$ cat config.mk
export PLATFORM = sky130hd
export DESIGN_NAME = gpc_blend
export DESIGN_NICKNAME = d
export VERILOG_FILES = /design/src/gpc_pkg.sv /design/src/gpc_blend.sv
export SDC_FILE = /design/constraint.sdc
export NUM_CORES = 1
export LEC_CHECK = 0
export ABC_AREA = 1
export BUFFER_PORTS_ARGS = -buffer_cell sky130_fd_sc_hd__buf_4
export CORE_MARGIN = 4
export CORE_UTILIZATION = 50
export DETAILED_ROUTE_END_ITERATION = 16
export GPL_TIMING_DRIVEN = 0
export HOLD_SLACK_MARGIN = 0.12
export PLACE_DENSITY_LB_ADDON = 0.25
export SYNTH_ARGS = -nofsm -noshare
export SYNTH_HDL_FRONTEND = slang
export SYNTH_SLANG_ARGS = --single-unit
$ cat constraint.sdc
create_clock -name clk -period 7.4 [get_ports clk]
set_input_delay 2.22 -clock clk [delete_from_list [all_inputs] [get_ports clk]]
set_output_delay 2.22 -clock clk [all_outputs]
set_load 0.1 [all_outputs]
$ cat src/gpc_pkg.sv
`default_nettype none
package gpc_pkg;

  localparam int CFG_IDX_W  = 3;
  localparam int CFG_DATA_W = 24;
  localparam int ADDR_W     = 21;
  localparam int BASE_W     = 20;
  localparam int DX_W       = 14;

  localparam logic CMD_LOAD = 1'b0;
  localparam logic CMD_DRAW = 1'b1;

  typedef enum logic [1:0] {
    MODE_MONO = 2'd0,
    MODE_GRAY = 2'd1,
    MODE_BGRA = 2'd2,
    MODE_NONE = 2'd3
  } pix_mode_t;

  typedef enum logic [CFG_IDX_W-1:0] {
    REG_GLYPH_WIDTH   = 3'd0,
    REG_GLYPH_HEIGHT  = 3'd1,
    REG_GLYPH_PITCH   = 3'd2,
    REG_PIXEL_MODE    = 3'd3,
    REG_FG_COLOR      = 3'd4,
    REG_SOURCE_STEP   = 3'd5,
    REG_CANVAS_WIDTH  = 3'd6,
    REG_CANVAS_HEIGHT = 3'd7
  } cfg_reg_t;

  typedef struct packed {
    logic [8:0]  glyph_width;
    logic [8:0]  glyph_height;
    logic [10:0] glyph_pitch;
    pix_mode_t   pixel_mode;
    logic [23:0] fg_color;
    logic [15:0] source_step;
    logic [12:0] canvas_width;
    logic [12:0] canvas_height;
  } cfg_t;

  typedef struct packed {
    logic s1;
    logic s2;
    logic s3;
    logic s4;
    logic s5;
    logic so;
  } pipe_en_t;

  typedef struct packed {
    logic              valid;
    logic              load;
    logic [11:0]       load_idx;
    logic [7:0]        load_data;
    logic              live;
    logic [BASE_W-1:0] base;
    logic [8:0]        sx;
    logic [11:0]       dest_x;
    logic [11:0]       dest_y;
    logic [31:0]       dst;
  } front_t;

  typedef struct packed {
    logic        valid;
    logic        live;
    logic [31:0] src;
    logic [11:0] dest_x;
    logic [11:0] dest_y;
    logic [31:0] dst;
  } texel_t;

endpackage
`default_nettype wire

$ cat src/gpc_blend.sv
`default_nettype none
module gpc_blend (
  input  wire logic              clk,
  input  wire logic              rst_n,
  input  wire gpc_pkg::pipe_en_t en,
  input  wire gpc_pkg::texel_t   s4,
  output logic                   s5_valid,
  output logic                   out_valid,
  output logic                   out_write_enable,
  output logic [11:0]            out_dest_x,
  output logic [11:0]            out_dest_y,
  output logic [31:0]            out_new_pixel
);
  import gpc_pkg::*;

  logic        v5_r;
  logic        live5_r;
  logic [11:0] x5_r;
  logic [11:0] y5_r;
  logic [15:0] sum5_r [3];
  logic [15:0] sum5_nxt [3];
  logic [7:0]  q [3];
  logic [7:0]  a;
  logic [7:0]  na;

  logic        out_valid_r;
  logic        out_we_r;
  logic [11:0] out_x_r;
  logic [11:0] out_y_r;
  logic [31:0] out_px_r;

  assign a  = s4.src[31:24];
  assign na = 8'hFF - a;

  for (genvar c = 0; c < 3; c++) begin : g_chan
    logic [16:0] t;
    assign sum5_nxt[c] = 16'(s4.src[8*c +: 8]) * 16'(a) + 16'(s4.dst[8*c +: 8]) * 16'(na);
    // x / 255 for x up to 255*255
    assign t    = 17'(sum5_r[c]) + 17'd1 + 17'(sum5_r[c][15:8]);
    assign q[c] = t[15:8];
  end

  always_ff @(posedge clk) begin
    if (!rst_n) begin
      v5_r <= 1'b0;
    end else if (en.s5) begin
      v5_r <= s4.valid;
    end
  end

  always_ff @(posedge clk) begin
    if (en.s5) begin
      live5_r   <= s4.live;
      x5_r      <= s4.dest_x;
      y5_r      <= s4.dest_y;
      sum5_r[0] <= sum5_nxt[0];
      sum5_r[1] <= sum5_nxt[1];
      sum5_r[2] <= sum5_nxt[2];
    end
  end

  always_ff @(posedge clk) begin
    if (!rst_n) begin
      out_valid_r <= 1'b0;
    end else if (en.so) begin
      out_valid_r <= v5_r;
    end
  end

  always_ff @(posedge clk) begin
    if (en.so) begin
      out_we_r <= live5_r;
      out_x_r  <= live5_r ? x5_r : 12'd0;
      out_y_r  <= live5_r ? y5_r : 12'd0;
      out_px_r <= live5_r ? {8'hFF, q[2], q[1], q[0]} : 32'd0;
    end
  end

  assign s5_valid         = v5_r;
  assign out_valid        = out_valid_r;
  assign out_write_enable = out_we_r;
  assign out_dest_x       = out_x_r;
  assign out_dest_y       = out_y_r;
  assign out_new_pixel    = out_px_r;

endmodule
`default_nettype wire

==> flow_summary.json <==
{
  "rsz0062_at_grt": "yes",
  "dp_hpwl_um": 38900,
  "hold_start": "live5_r",
  "maxCapViolCount": 0,
  "combPwrFrac": 0.769,
  "first_pass_iters": 7,
  "wire_per_inst_um": 15.2,
  "synth_cells": 2401,
  "finalWorstSetupSlack_ns": 0.189,
  "period_minus_slack_ns": 7.21,
  "cts.path.max_buffers": 2,
  "final_cells": 3059,
  "dieArea_um2": 41800,
  "root_buffer": "clkbuf_16",
  "pre_cts_ws_ns": -0.456,
  "gr-total-overflow": 0,
  "grt_max_degree": 76,
  "ys_seq_elements": 124,
  "start_util": 0.510,
  "cts_tree": "built",
  "fmax_mhz": 139,
  "syn_avg_cell_area_um2": 8.04,
  "worstPathArrival_ns": 7.37,
  "pin_count": 157,
  "routed_wl_um": 46500,
  "p_leak_uw": 0.0125,
  "swShare": 0.533,
  "numPortBuffers": 112,
  "ys.flop_type": "edfxtp_1",
  "ys_types": 38,
  "synthArstFlopShare": 0,
  "status": "finished, final reports clean",
  "intPower_uw": 4690,
  "cts_buffers": 17,
  "path_max_fanout": 10,
  "via_per_inst": 4.90,
  "netSwitchingPower_uw": 5360,
  "yosysWarningCount": 0,
  "vias": 15000,
  "netlist_area_um2": 19300,
  "core_um2": 37800,
  "cp.required_ns": 7.56,
  "rows": 71,
  "htreeDepth": 4,
  "vdd_drop_max_mv": 0.347,
  "setup_viol": 0,
  "drt_iter0_drc": 798,
  "slew_viol_final": 0,
  "hold_path_class": "register to register",
  "die_w_um": 204,
  "start_kind": "input pin",
  "power_density_nw_per_um2": 469,
  "cts_sinks": 124,
  "crit_type": "input pin to register",
  "antenna_found_initial": 2,
  "startpoint": "s4[86]",
  "pwr-share-clk": 0.086,
  "dpl.cell_count": 3026,
  "ant_nets": 0,
  "grt_use_total": 0.233,
  "cts_hold_buf": 0,
  "grt_pass1_wl_um": 77200,
  "grt_pass1_vias": 15700,
  "gp_congestion": 0.959,
  "timing.rr.start": "sum5_r[0][13]",
  "max_slew_margin": 0.339,
  "clk_pin_slew_ns": 0.06,
  "clock_latency_ns": 0.42,
  "tightestPinTransition_ns": 0.991,
  "yosysSeqAreaShare": 0.192,
  "fin_crit_sh": 0.974,
  "finalClockSkew_ns": 0.00630,
  "drcViolationCount": 0,
  "final_nets": 3126,
  "area_growth_pct": 11.0,
  "die_h_um": 204,
  "final-hold-violation-count": 0,
  "end_kind": "register",
  "synth_edf_count": 122,
  "drive_gt1_frac": 0.0833,
  "pwr-share-seq": 0.145
}
-- Yosys cell counts (all sizes together) (6+ instances only) --
library cell    n  area share
buf            34      0.0097
edfxtp        122        0.19
clkbuf         40      0.0081
nor3           14      0.0042
ha            207        0.13
nand2         584        0.11
xor2           23       0.010
and2            8      0.0026
nor2          212       0.042
a21oi          48       0.013
nand4           7      0.0023
fa            288        0.30
inv           707        0.14
xnor2           6      0.0027
o21ai          10      0.0026
nand3          63       0.017
o21bai          7      0.0029
-- flip-flops by register name, summed over array words and instances (netlist names) --
name / count
live5_r: 1
out_valid: 1
out_dest_y: 12
x5_r: 12
sum5_r: 48
s5_valid: 1
out_dest_x: 12
y5_r: 12
out_new_pixel: 25
-- cell usage in the layout (no fill, tap or decap), types with 3 or more instances in the layout --
cell,instances
a21o_1,4
a21oi_1,47
and2_1,8
buf_2,19
buf_4,121
bufinv_16,3
clkbuf_1,26
clkbuf_16,17
clkbuf_2,16
clkinv_1,4
clkinv_4,4
conb_1,3
edfxtp_1,122
fa_1,288
ha_1,207
inv_1,701
inv_2,6
inv_6,3
nand2_1,576
nand2_2,8
nand3_1,62
nand3b_1,4
nand4_1,7
nor2_1,208
nor2_2,4
nor3_1,12
o21ai_0,9
o21bai_1,6
xnor2_1,6
xor2_1,23
-- power groups by stage --
stage / clock, uW / combinational, uW / sequential, uW
floorplan: 0 / 5780 / 1740
global placement: 0 / 7560 / 1470
detailed placement: 0 / 7680 / 1470
CTS: 891 / 7740 / 1460
global route: 924 / 9020 / 1480
finish: 867 / 7720 / 1460
-- critical path: stages --
cell      delay (ns)
clkbuf_1        0.21
clkbuf_1        0.60
nor2_1          0.16
fa_1            0.54
inv_1           0.05
fa_1            0.47
inv_1           0.05
fa_1            0.52
fa_1            0.43
fa_1            0.49
inv_1           0.05
fa_1            0.47
inv_1           0.04
ha_1            0.34
nand2_1         0.10
inv_1           0.05
nand2_1         0.07
nand2_1         0.07
a21oi_1         0.19
nand2_1         0.08
nand2_1         0.07
nand2_1         0.08
-- worst paths after layout --
path | end | slack, ns | cells past startpoint
hold reg to reg | out_new_pixel[30] | 0.46 | 0
hold / removal | out_new_pixel[30] | 0.46 | 0
setup reg to reg | out_new_pixel[4] | 5.54 | 9
setup / recovery | sum5_r[0][15] | 0.19 | 22
-- kinds of logic after synthesis --
family | Yosys count | share of synthesized area
simple gates | 893 | 0.184
other cells | 1 | 0.000194
compound gates | 74 | 0.0216
flops | 124 | 0.192
buf+inv | 785 | 0.156
fa+ha+maj | 495 | 0.433
xor+xnor | 29 | 0.0132
-- what timing repair did --
action,in CTS,in global routing
buffers inserted,0,0
gates resized for setup,0,24
endpoints found under the setup margin,1,22
-- per-layer routing --
metal	part of all wire	GRT usage	wire length (um)
met1	0.42	0.300	19400
met2	0.48	0.393	22300
met3	0.072	0.0486	3330
met4	0.033	0.0804	1560
met5	0	0	0
-- through the flow --
| stage | setup TNS [ns] | hold slack (ns) | utilization | area [um^2] | total power, uW |
|---|---|---|---|---|---|
| after global placement | -6.99 | 0.430 | 0.549 | 20800 | 9030 |
| after CTS | 0 | 0.462 | 0.565 | 21400 | 10100 |
| after floorplan | 0 | 0.424 | - | 19300 | 7510 |
| after global routing | -0.0264 | 0.462 | 0.566 | 21400 | 11400 |
| final | 0 | 0.459 | 0.566 | 21400 | 10000 |
| after detailed placement | -8.25 | 0.452 | 0.549 | 20800 | 9150 |
-- cell type report --
class	count	area, um^2
fillers	3516	16400
multi-input cells	1494	12600
flip-flops and latches	124	3700
inverters	711	2670
repair buffers	112	841
well taps	511	639
clock buffers	17	425
plain buffers	73	355
clock inverters	15	188
diodes	2	5.00
Note: power is estimated with default switching activity, not from simulation.
