### config.mk
export PLATFORM = sky130hd
export DESIGN_NAME = gpc_front
export DESIGN_NICKNAME = d
export VERILOG_FILES = /design/src/gpc_pkg.sv /design/src/gpc_front.sv
export SDC_FILE = /design/constraint.sdc
export NUM_CORES = 1
export LEC_CHECK = 0
export BUFFER_PORTS_ARGS = -buffer_cell sky130_fd_sc_hd__buf_2
export CORE_ASPECT_RATIO = 1.4
export CORE_MARGIN = 4
export CORE_UTILIZATION = 55
export CTS_BUF_LIST = sky130_fd_sc_hd__clkbuf_16
export DETAILED_ROUTE_END_ITERATION = 16
export GPL_ROUTABILITY_DRIVEN = 0
export GPL_TIMING_DRIVEN = 0
export PLACE_DENSITY_LB_ADDON = 0.2
export REMOVE_ABC_BUFFERS = 1
export SLEW_MARGIN = 20
export SYNTH_ARGS = -nofsm -noshare
export SYNTH_HDL_FRONTEND = slang
export SYNTH_SLANG_ARGS = --single-unit
### constraint.sdc
create_clock -name clk -period 8.25 [get_ports clk]
set_clock_uncertainty 0.2 [all_clocks]
set_input_delay 0.4125 -clock clk [delete_from_list [all_inputs] [get_ports clk]]
set_output_delay 0.4125 -clock clk [all_outputs]
set_load 0.05 [all_outputs]
### src/gpc_pkg.sv
`default_nettype none
package gpc_pkg;

  localparam int CFG_IDX_W  = 3;
  localparam int CFG_DATA_W = 24;
  localparam int ADDR_W     = 21;
  localparam int BASE_W     = 20;
  localparam int DX_W       = 14;

  localparam logic CMD_LOAD = 1'b0;
  localparam logic CMD_DRAW = 1'b1;

  typedef enum logic [1:0] {
    MODE_MONO = 2'd0,
    MODE_GRAY = 2'd1,
    MODE_BGRA = 2'd2,
    MODE_NONE = 2'd3
  } pix_mode_t;

  typedef enum logic [CFG_IDX_W-1:0] {
    REG_GLYPH_WIDTH   = 3'd0,
    REG_GLYPH_HEIGHT  = 3'd1,
    REG_GLYPH_PITCH   = 3'd2,
    REG_PIXEL_MODE    = 3'd3,
    REG_FG_COLOR      = 3'd4,
    REG_SOURCE_STEP   = 3'd5,
    REG_CANVAS_WIDTH  = 3'd6,
    REG_CANVAS_HEIGHT = 3'd7
  } cfg_reg_t;

  typedef struct packed {
    logic [8:0]  glyph_width;
    logic [8:0]  glyph_height;
    logic [10:0] glyph_pitch;
    pix_mode_t   pixel_mode;
    logic [23:0] fg_color;
    logic [15:0] source_step;
    logic [12:0] canvas_width;
    logic [12:0] canvas_height;
  } cfg_t;

  typedef struct packed {
    logic s1;
    logic s2;
    logic s3;
    logic s4;
    logic s5;
    logic so;
  } pipe_en_t;

  typedef struct packed {
    logic              valid;
    logic              load;
    logic [11:0]       load_idx;
    logic [7:0]        load_data;
    logic              live;
    logic [BASE_W-1:0] base;
    logic [8:0]        sx;
    logic [11:0]       dest_x;
    logic [11:0]       dest_y;
    logic [31:0]       dst;
  } front_t;

  typedef struct packed {
    logic        valid;
    logic        live;
    logic [31:0] src;
    logic [11:0] dest_x;
    logic [11:0] dest_y;
    logic [31:0] dst;
  } texel_t;

endpackage
`default_nettype wire

### src/gpc_front.sv
`default_nettype none
module gpc_front #(
  parameter int MAX_CANVAS_DIM = 4096
) (
  input  wire logic                clk,
  input  wire logic                rst_n,
  input  wire gpc_pkg::cfg_t       cfg,
  input  wire gpc_pkg::pipe_en_t   en,
  input  wire logic                in_valid,
  input  wire logic                in_command,
  input  wire logic [11:0]         in_byte_index,
  input  wire logic [7:0]          in_byte_value,
  input  wire logic [7:0]          in_offset_x,
  input  wire logic [7:0]          in_offset_y,
  input  wire logic signed [12:0]  in_pen_x,
  input  wire logic signed [12:0]  in_pen_y,
  input  wire logic                in_bold_pass,
  input  wire logic [31:0]         in_dst_pixel,
  output logic                     s1_valid,
  output gpc_pkg::front_t          s2
);
  import gpc_pkg::*;

  localparam int LIM_W = $clog2(MAX_CANVAS_DIM + 1);
  localparam int CMP_W = ((LIM_W > DX_W) ? LIM_W : DX_W) + 1;

  // stage 1
  logic            v1_r;
  logic            load1_r;
  logic [11:0]     idx1_r;
  logic [7:0]      data1_r;
  logic            live1_r;
  logic [23:0]     prodx1_r;
  logic [23:0]     prody1_r;
  logic [DX_W-1:0] dx1_r;
  logic [DX_W-1:0] dy1_r;
  logic [31:0]     dst1_r;

  logic            live1_nxt;
  logic [DX_W-1:0] dx1_nxt;
  logic [DX_W-1:0] dy1_nxt;

  // stage 2
  front_t          s2_r;
  front_t          s2_nxt;

  logic [15:0]     vx;
  logic [15:0]     vy;
  logic [8:0]      sx;
  logic [8:0]      sy;
  logic [CMP_W-1:0] cw;
  logic [CMP_W-1:0] ch;
  logic            in_x;
  logic            in_y;

  assign live1_nxt = (in_command == CMD_DRAW) && (cfg.pixel_mode != MODE_NONE) &&
                     (cfg.glyph_width != 9'd0) && (cfg.glyph_height != 9'd0) &&
                     !(in_bold_pass && (cfg.pixel_mode == MODE_BGRA));
  assign dx1_nxt = {in_pen_x[12], in_pen_x} + {6'd0, in_offset_x} + {13'd0, in_bold_pass};
  assign dy1_nxt = {in_pen_y[12], in_pen_y} + {6'd0, in_offset_y};

  always_ff @(posedge clk) begin
    if (!rst_n) begin
      v1_r <= 1'b0;
    end else if (en.s1) begin
      v1_r <= in_valid;
    end
  end

  always_ff @(posedge clk) begin
    if (en.s1) begin
      load1_r  <= (in_command == CMD_LOAD);
      idx1_r   <= in_byte_index;
      data1_r  <= in_byte_value;
      live1_r  <= live1_nxt;
      prodx1_r <= 24'(in_offset_x) * 24'(cfg.source_step);
      prody1_r <= 24'(in_offset_y) * 24'(cfg.source_step);
      dx1_r    <= dx1_nxt;
      dy1_r    <= dy1_nxt;
      dst1_r   <= in_dst_pixel;
    end
  end

  // source texel clamp, row base and canvas clip
  assign vx = prodx1_r[23:8];
  assign vy = prody1_r[23:8];
  assign sx = (vx >= {7'd0, cfg.glyph_width})  ? cfg.glyph_width  - 9'd1 : vx[8:0];
  assign sy = (vy >= {7'd0, cfg.glyph_height}) ? cfg.glyph_height - 9'd1 : vy[8:0];

  assign cw = (CMP_W'(cfg.canvas_width) < CMP_W'(MAX_CANVAS_DIM)) ?
              CMP_W'(cfg.canvas_width) : CMP_W'(MAX_CANVAS_DIM);
  assign ch = (CMP_W'(cfg.canvas_height) < CMP_W'(MAX_CANVAS_DIM)) ?
              CMP_W'(cfg.canvas_height) : CMP_W'(MAX_CANVAS_DIM);
  assign in_x = !dx1_r[DX_W-1] && (CMP_W'(dx1_r[DX_W-2:0]) < cw);
  assign in_y = !dy1_r[DX_W-1] && (CMP_W'(dy1_r[DX_W-2:0]) < ch);

  always_comb begin
    s2_nxt           = '0;
    s2_nxt.valid     = v1_r;
    s2_nxt.load      = load1_r;
    s2_nxt.load_idx  = idx1_r;
    s2_nxt.load_data = data1_r;
    s2_nxt.live      = live1_r && in_x && in_y;
    s2_nxt.base      = BASE_W'(sy) * BASE_W'(cfg.glyph_pitch);
    s2_nxt.sx        = sx;
    s2_nxt.dest_x    = dx1_r[11:0];
    s2_nxt.dest_y    = dy1_r[11:0];
    s2_nxt.dst       = dst1_r;
  end

  always_ff @(posedge clk) begin
    if (!rst_n) begin
      s2_r.valid <= 1'b0;
    end else if (en.s2) begin
      s2_r <= s2_nxt;
    end
  end

  assign s1_valid = v1_r;
  assign s2       = s2_r;

endmodule
`default_nettype wire

==> results of run 1 <==
==> power groups by stage <==
stage	clock network, uW	registers [uW]	logic, uW
after floorplan	0	1930	2510
after CTS	1070	1770	3510
after global routing	1130	1790	3980
after detailed placement	0	1800	3470
final	1050	1780	3480
after global placement	0	1790	3360
==> worst register-to-register path, cell delays in order (launching register included) <==
cell,delay [ps]
edfxtp_1,670
inv_1,100
ha_1,280
nand2b_1,100
a21o_1,110
a21o_1,120
a21oi_2,90
o211a_4,290
nor2_4,540
buf_12,300
buf_16,210
o211ai_1,140
fa_1,560
inv_1,60
fa_1,510
inv_1,60
fa_1,480
fa_1,490
inv_1,40
ha_1,330
nand2_1,90
o211ai_1,140
nor3_2,180
o21ai_1,200
o31ai_2,370
or4b_1,500
o211ai_1,110
==> final cells by class <==
class                   instances  area, sq um  area share (%)
diodes                          3         7.51          0.0320
repair buffers                350         2160            9.20
multi-input cells            1260        12200            51.7
well taps                     462          578            2.46
clock buffers                  23          576            2.45
inverters                     304         1140            4.86
clock inverters                19          198           0.841
flip-flops and latches        223         6680            28.4
==> stage by stage <==
stage | cell area (sq um) | utilization (%) | worst slack, ps | TNS (ps)
after global placement | 21900 | 60.8 | -839 | -4800
after detailed placement | 22100 | 61.1 | 569 | 0
after floorplan | 20000 | - | 442 | 0
after CTS | 23500 | 65.0 | 547 | 0
after global routing | 23500 | 65.1 | 366 | 0
final | 23500 | 65.1 | 836 | 0
==> cells by family (layout without fill, tap and decap cells) <==
| kind of cell | count (synthesis) | count (layout) |
|---|---|---|
| adders and majority gates | 414 | 414 |
| other | 0 | 3 |
| muxes | 10 | 10 |
| and+or+nand+nor | 499 | 499 |
| buffers and inverters | 381 | 696 |
| AOI/OAI and AO/OA | 266 | 266 |
| xor gates and xnor gates | 71 | 71 |
| DFF | 223 | 223 |
==> sequential cells by signal (all words and copies together), names as in the netlist <==
register,count
idx1_r,12
data1_r,8
prody1_r,16
live1_r,1
dst1_r,32
load1_r,1
prodx1_r,16
s2,108
s1_valid,1
dy1_r,14
dx1_r,14
==> routing by layer <==
layer / share of wire, % / up-vias / track usage [%] / wire length, um
met4: 3.2 / 4 / 7.72 / 1510
met5: 0.057 / - / 0 / 27
li1: - / 6836 / - / -
met3: 6.3 / 87 / 2.59 / 2960
met2: 52 / 498 / 42.9 / 24500
met1: 38 / 7351 / 28.9 / 18000
==> layout by cell type (no fill, tap or decap), types with 4 or more instances in the layout <==
cell type and instances:
inv_1 305, fa_1 233, xnor2_1 54, mux2_2 7, nor4_1 8, o21a_1 11
xor2_1 16, nor2_1 48, ha_1 181, o21ai_0 45, nand4_1 34, o211a_1 35
dlygate4sd3_1 64, nand3_1 18, o211ai_1 39, buf_2 281, nand2_1 219, clkinv_2 5
edfxtp_1 221, a21o_1 25, and3_1 6, a211oi_1 8, a31oi_1 5, a21oi_1 37
o21ai_1 5, nor3_1 16, nor2b_1 12, o21bai_1 8, and2_1 110, or3_1 5
o211ai_2 10, a211o_1 4, nand2b_1 7, clkbuf_16 23
==> worst paths after layout <==
path	from	endpoint	slack, ps	depth (start not counted)
worst max-delay path	prody1_r[8]$_DFFE_PP_	s2[82]$_DFFE_PP_	840	26
worst min-delay path	in_pen_x[11]	dx1_r[11]$_DFFE_PP_	30	2
worst max register to register	prody1_r[8]$_DFFE_PP_	s2[82]$_DFFE_PP_	840	26
worst min register to register	data1_r[6]$_DFFE_PP_	s2[92]$_DFFE_PP_	220	0
==> run metrics, run 1 <==
clock tree root driver cell clkbuf_16; Tcrit/Tclk final 89.9%; worst slew pin tran 761 ps; clock slew at reported path FFs 60 ps; largest family of logic cells by synthesized area adder cells; WS Path Type flop to flop; Peak VDD IR 0.240 mV; Initial Util 56.1%; fin nets 2,778; layout cell share with drive strength beyond 1 16.8%; hold_buf cts 64; simple-gate share of the synthesized area 12.2%; Comb power frac 55.2%; total power draw 6310 uW; mapped cell area 20,300 sq um; Sw Pwr 2640 uW; DRT Pass-1 Iters 5; Post-Synth Adder-Cell Area 34.2%; Sw Share 41.9%; Reg power frac 28.2%; biggest cell delay along the critical path 670 ps; CP startpoint kind flop; row count 82; chip width 170 um; Fillers 2,825; multiplexer share of the synthesized area 0.537%; clk sinks 223; data required time of the worst path 8420 ps; final setup fails 0; Die ar. 40,000 sq um; Routed Antenna Nets 0; Max Root-Sink Buffers 3; Wirelength per Cell 17.8 um; Max Cap Viol 0; Synth-to-Final Area Change 15.9%; DR DRC count 0; Inst Count DP 2,535; Slew Limit Fails 0; vias in the first global route 15,800; cell internal pwr 3670 uW; Synth Area in Compound Gates 9.90%; outcome finished clean; chip height 235 um; clock power share 16.7%; vias 14,800; # Post-CTS Setup Buffers 0; top_reg_cell synth edfxtp_1; Period minus WS final 7410 ps; first-pass GRT wire length 77.0 mm; RSZ-0062 raised after global routing false; final wirelength 47.0 mm; flops & latches, synth 223; final std cells w/o fill 2,644; Via density 5.59; CP max stage cell edfxtp_1; Synth top area share 32.7%; cts bufs inserted 23; EDFF count, synth 221; Bufs and invs on worst path 6; gr ovfl total 0; CTS tree done; Peak Freq 0.135 GHz; Synth area leaders edfxtp_1, fa_1, ha_1; Hold Crit Class primary input to flop; Detail Placement HPWL 35.6 mm; most frequent cells after synthesis inv_1, fa_1, edfxtp_1, nand2_1, ha_1; Relative slew margins 48.9%; CP Max Fanout 40; initial antenna violation count 6; cell with the most instances after synthesis inv_1; leak pwr 0.0111 uW; boundary pin count 311; Final Hold Vio Count 0; total track usage 23.6%; Worst path top cell family by delay adder cells; Worst-Skew Late Latency 520 ps; CP arrival 7580 ps; H-tree depth 1; fraction of registers with async set/reset 0%; CP endpoint kind flop; sequential area share after synthesis 32.9%; Cells after Synth 1,864; Cell Pwr Density 269 nW/um^2; leading area contributor after synthesis edfxtp_1; CTS resizes 0; largest net degree at the start of global routing 65; Avg Inst Size Synth 10.9 sq um; Core ar. 36,100 sq um; initial DRC count 1,130; yosys warns 0; Hold WS 31.5 ps; Port Buf Inserts 282; Synth Area in XOR/XNOR 3.11%; Yosys cell types 71
No activity file was read; power rests on OpenSTA's default activity.
==> run 2, diff against run 1 <==
--- a/config.mk
+++ b/config.mk
@@ -5,10 +5,10 @@
 export SDC_FILE = /design/constraint.sdc
 export NUM_CORES = 1
 export LEC_CHECK = 0
-export BUFFER_PORTS_ARGS = -buffer_cell sky130_fd_sc_hd__buf_2
+export BUFFER_PORTS_ARGS = -buffer_cell sky130_fd_sc_hd__buf_4
 export CORE_ASPECT_RATIO = 1.4
 export CORE_MARGIN = 4
-export CORE_UTILIZATION = 55
+export CORE_UTILIZATION = 42
 export CTS_BUF_LIST = sky130_fd_sc_hd__clkbuf_16
 export DETAILED_ROUTE_END_ITERATION = 16
 export GPL_ROUTABILITY_DRIVEN = 0
==> run 2 against run 1 <==
Against the previous run: via count fell by 1.5%; power is 0.37% higher; sequential cell count did not move; critical path depth stayed put; worst hold slack better by 72 ps; largest cell class unchanged; setup slack better by 61 ps; die area up 30%; global-route usage decreased by 4.7 points; cell count up 6.4%.
==> run metrics, run 2 (synthesis gave the netlist of run 1 again) <==
outcome finished clean; Cell Pwr Density 260 nW/um^2; hold_buf cts 69; cts bufs inserted 23; clock tree root driver cell clkbuf_16; chip width 194 um; Peak VDD IR 0.157 mV; # Post-CTS Setup Buffers 0; boundary pin count 311; Peak Freq 0.136 GHz; final wirelength 49.2 mm; Synth-to-Final Area Change 20.4%; initial antenna violation count 1; Wirelength per Cell 17.5 um; DR DRC count 0; fin nets 2,783; Worst-Skew Late Latency 550 ps; Period minus WS final 7350 ps; worst slew pin tran 829 ps; Die ar. 51,900 sq um; Fillers 4,333; initial DRC count 825; clk sinks 223; Hold WS 103 ps; CP startpoint kind flop; CP Max Fanout 36; vias in the first global route 15,800; Worst path top cell family by delay adder cells; Bufs and invs on worst path 6; final setup fails 0; Slew Limit Fails 0; area post-placement 23,000 sq um; chip height 268 um; Routed Antenna Nets 0; WS Path Type flop to flop; dpl ws 719 ps; CTS resizes 0; most frequent cells in the layout inv_1, buf_4, fa_1; Max Cap Viol 0; Relative slew margins 44.6%; vias 14,600; layout cell share with drive strength beyond 1 16.8%; clock slew at reported path FFs 70 ps; data required time of the worst path 8350 ps; total power draw 6340 uW; row count 95; Core ar. 47,900 sq um; sequential cell area 6680 sq um; Multi-input gate area 12,200 sq um; Final Hold Vio Count 0; Setup WS post-layout 897 ps; largest net degree at the start of global routing 59; CP arrival 7450 ps; CP endpoint kind flop; Post-Layout Inst Area 24,400 sq um; setup TNS 0 ps; RSZ-0062 raised after global routing false; biggest cell delay along the critical path 660 ps; CTS tree done; Max Root-Sink Buffers 3; most common cell after layout, fill and taps aside inv_1; CP max stage cell nor2_4; DRT Pass-1 Iters 5; Hold Crit Class primary input to flop; first-pass GRT wire length 80.4 mm; Largest register FFs 108; Detail Placement HPWL 37.1 mm; H-tree depth 1; leak pwr 0.0114 uW; Via density 5.17; total track usage 18.8%; Port Buf Inserts 282; Tcrit/Tclk final 89.1%; Initial Util 42.3%; gr ovfl total 0
[run 2: cell count changes in the layout (fill, tap and decap cells not counted)]
| cell | before | now |
|---|---|---|
| diode_2 | 3 | 1 |
| clkinv_2 | 5 | 8 |
| buf_2 | 281 | 0 |
| inv_8 | 1 | 0 |
| clkinv_4 | 3 | 0 |
| clkinv_8 | 2 | 0 |
| inv_1 | 305 | 306 |
| dlygate4sd3_1 | 64 | 69 |
| buf_4 | 0 | 281 |
| clkinv_1 | 3 | 2 |
| bufinv_16 | 2 | 1 |
| inv_6 | 0 | 3 |
[run 2: area by class of cell]
class	count	area share, %
antenna	1	0.0103
clock buffer	23	2.36
clock inverter	18	0.569
inverter	304	4.68
tap	630	3.23
timing repair buffer	355	11.9
sequential	223	27.4
multi-input combinational	1260	49.8
[run 2: through the flow]
stage | instances | util (%)
2_1_floorplan | 1787 | -
3_3_place_gp | 2699 | 47.7
3_5_place_dp | 2703 | 48.0
4_1_cts | 2813 | 50.9
5_1_grt | 2813 | 50.9
6_report | 2814 | 50.9
[run 2: layer usage]
metal  vias up  GRT usage, %  part of all wire [%]  wire length, um
met5         -             0                     0                0
met4         0          5.15                   2.3             1110
met3        63          2.87                   5.9             2930
met2       393          34.2                    52            25600
met1      7256          23.6                    40            19600
li1       6839             -                     -                -
[run 2: tightest hold or removal path: stages]
cell and delay [ps]:
buf_4 90, xnor2_1 110, mux2_2 130
[run 2: path summary, 6_finish.rpt]
kind / start / end / slack (ps) / cells after the start
setup / recovery: prody1_r[8]$_DFFE_PP_ / s2[84]$_DFFE_PP_ / 900 / 26
hold / removal: cfg[93] / s2[61]$_DFFE_PP_ / 100 / 3
setup reg to reg: prody1_r[8]$_DFFE_PP_ / s2[84]$_DFFE_PP_ / 900 / 26
hold reg to reg: dst1_r[0]$_DFFE_PP_ / s2[0]$_DFFE_PP_ / 220 / 0
[run 2: where the power goes]
group / internal (uW) / total [uW] / switching [uW]
Clock: 548 / 1010 / 459
Sequential: 1610 / 1780 / 170
Combinational: 1530 / 3550 / 2020
Total: 3690 / 6340 / 2650
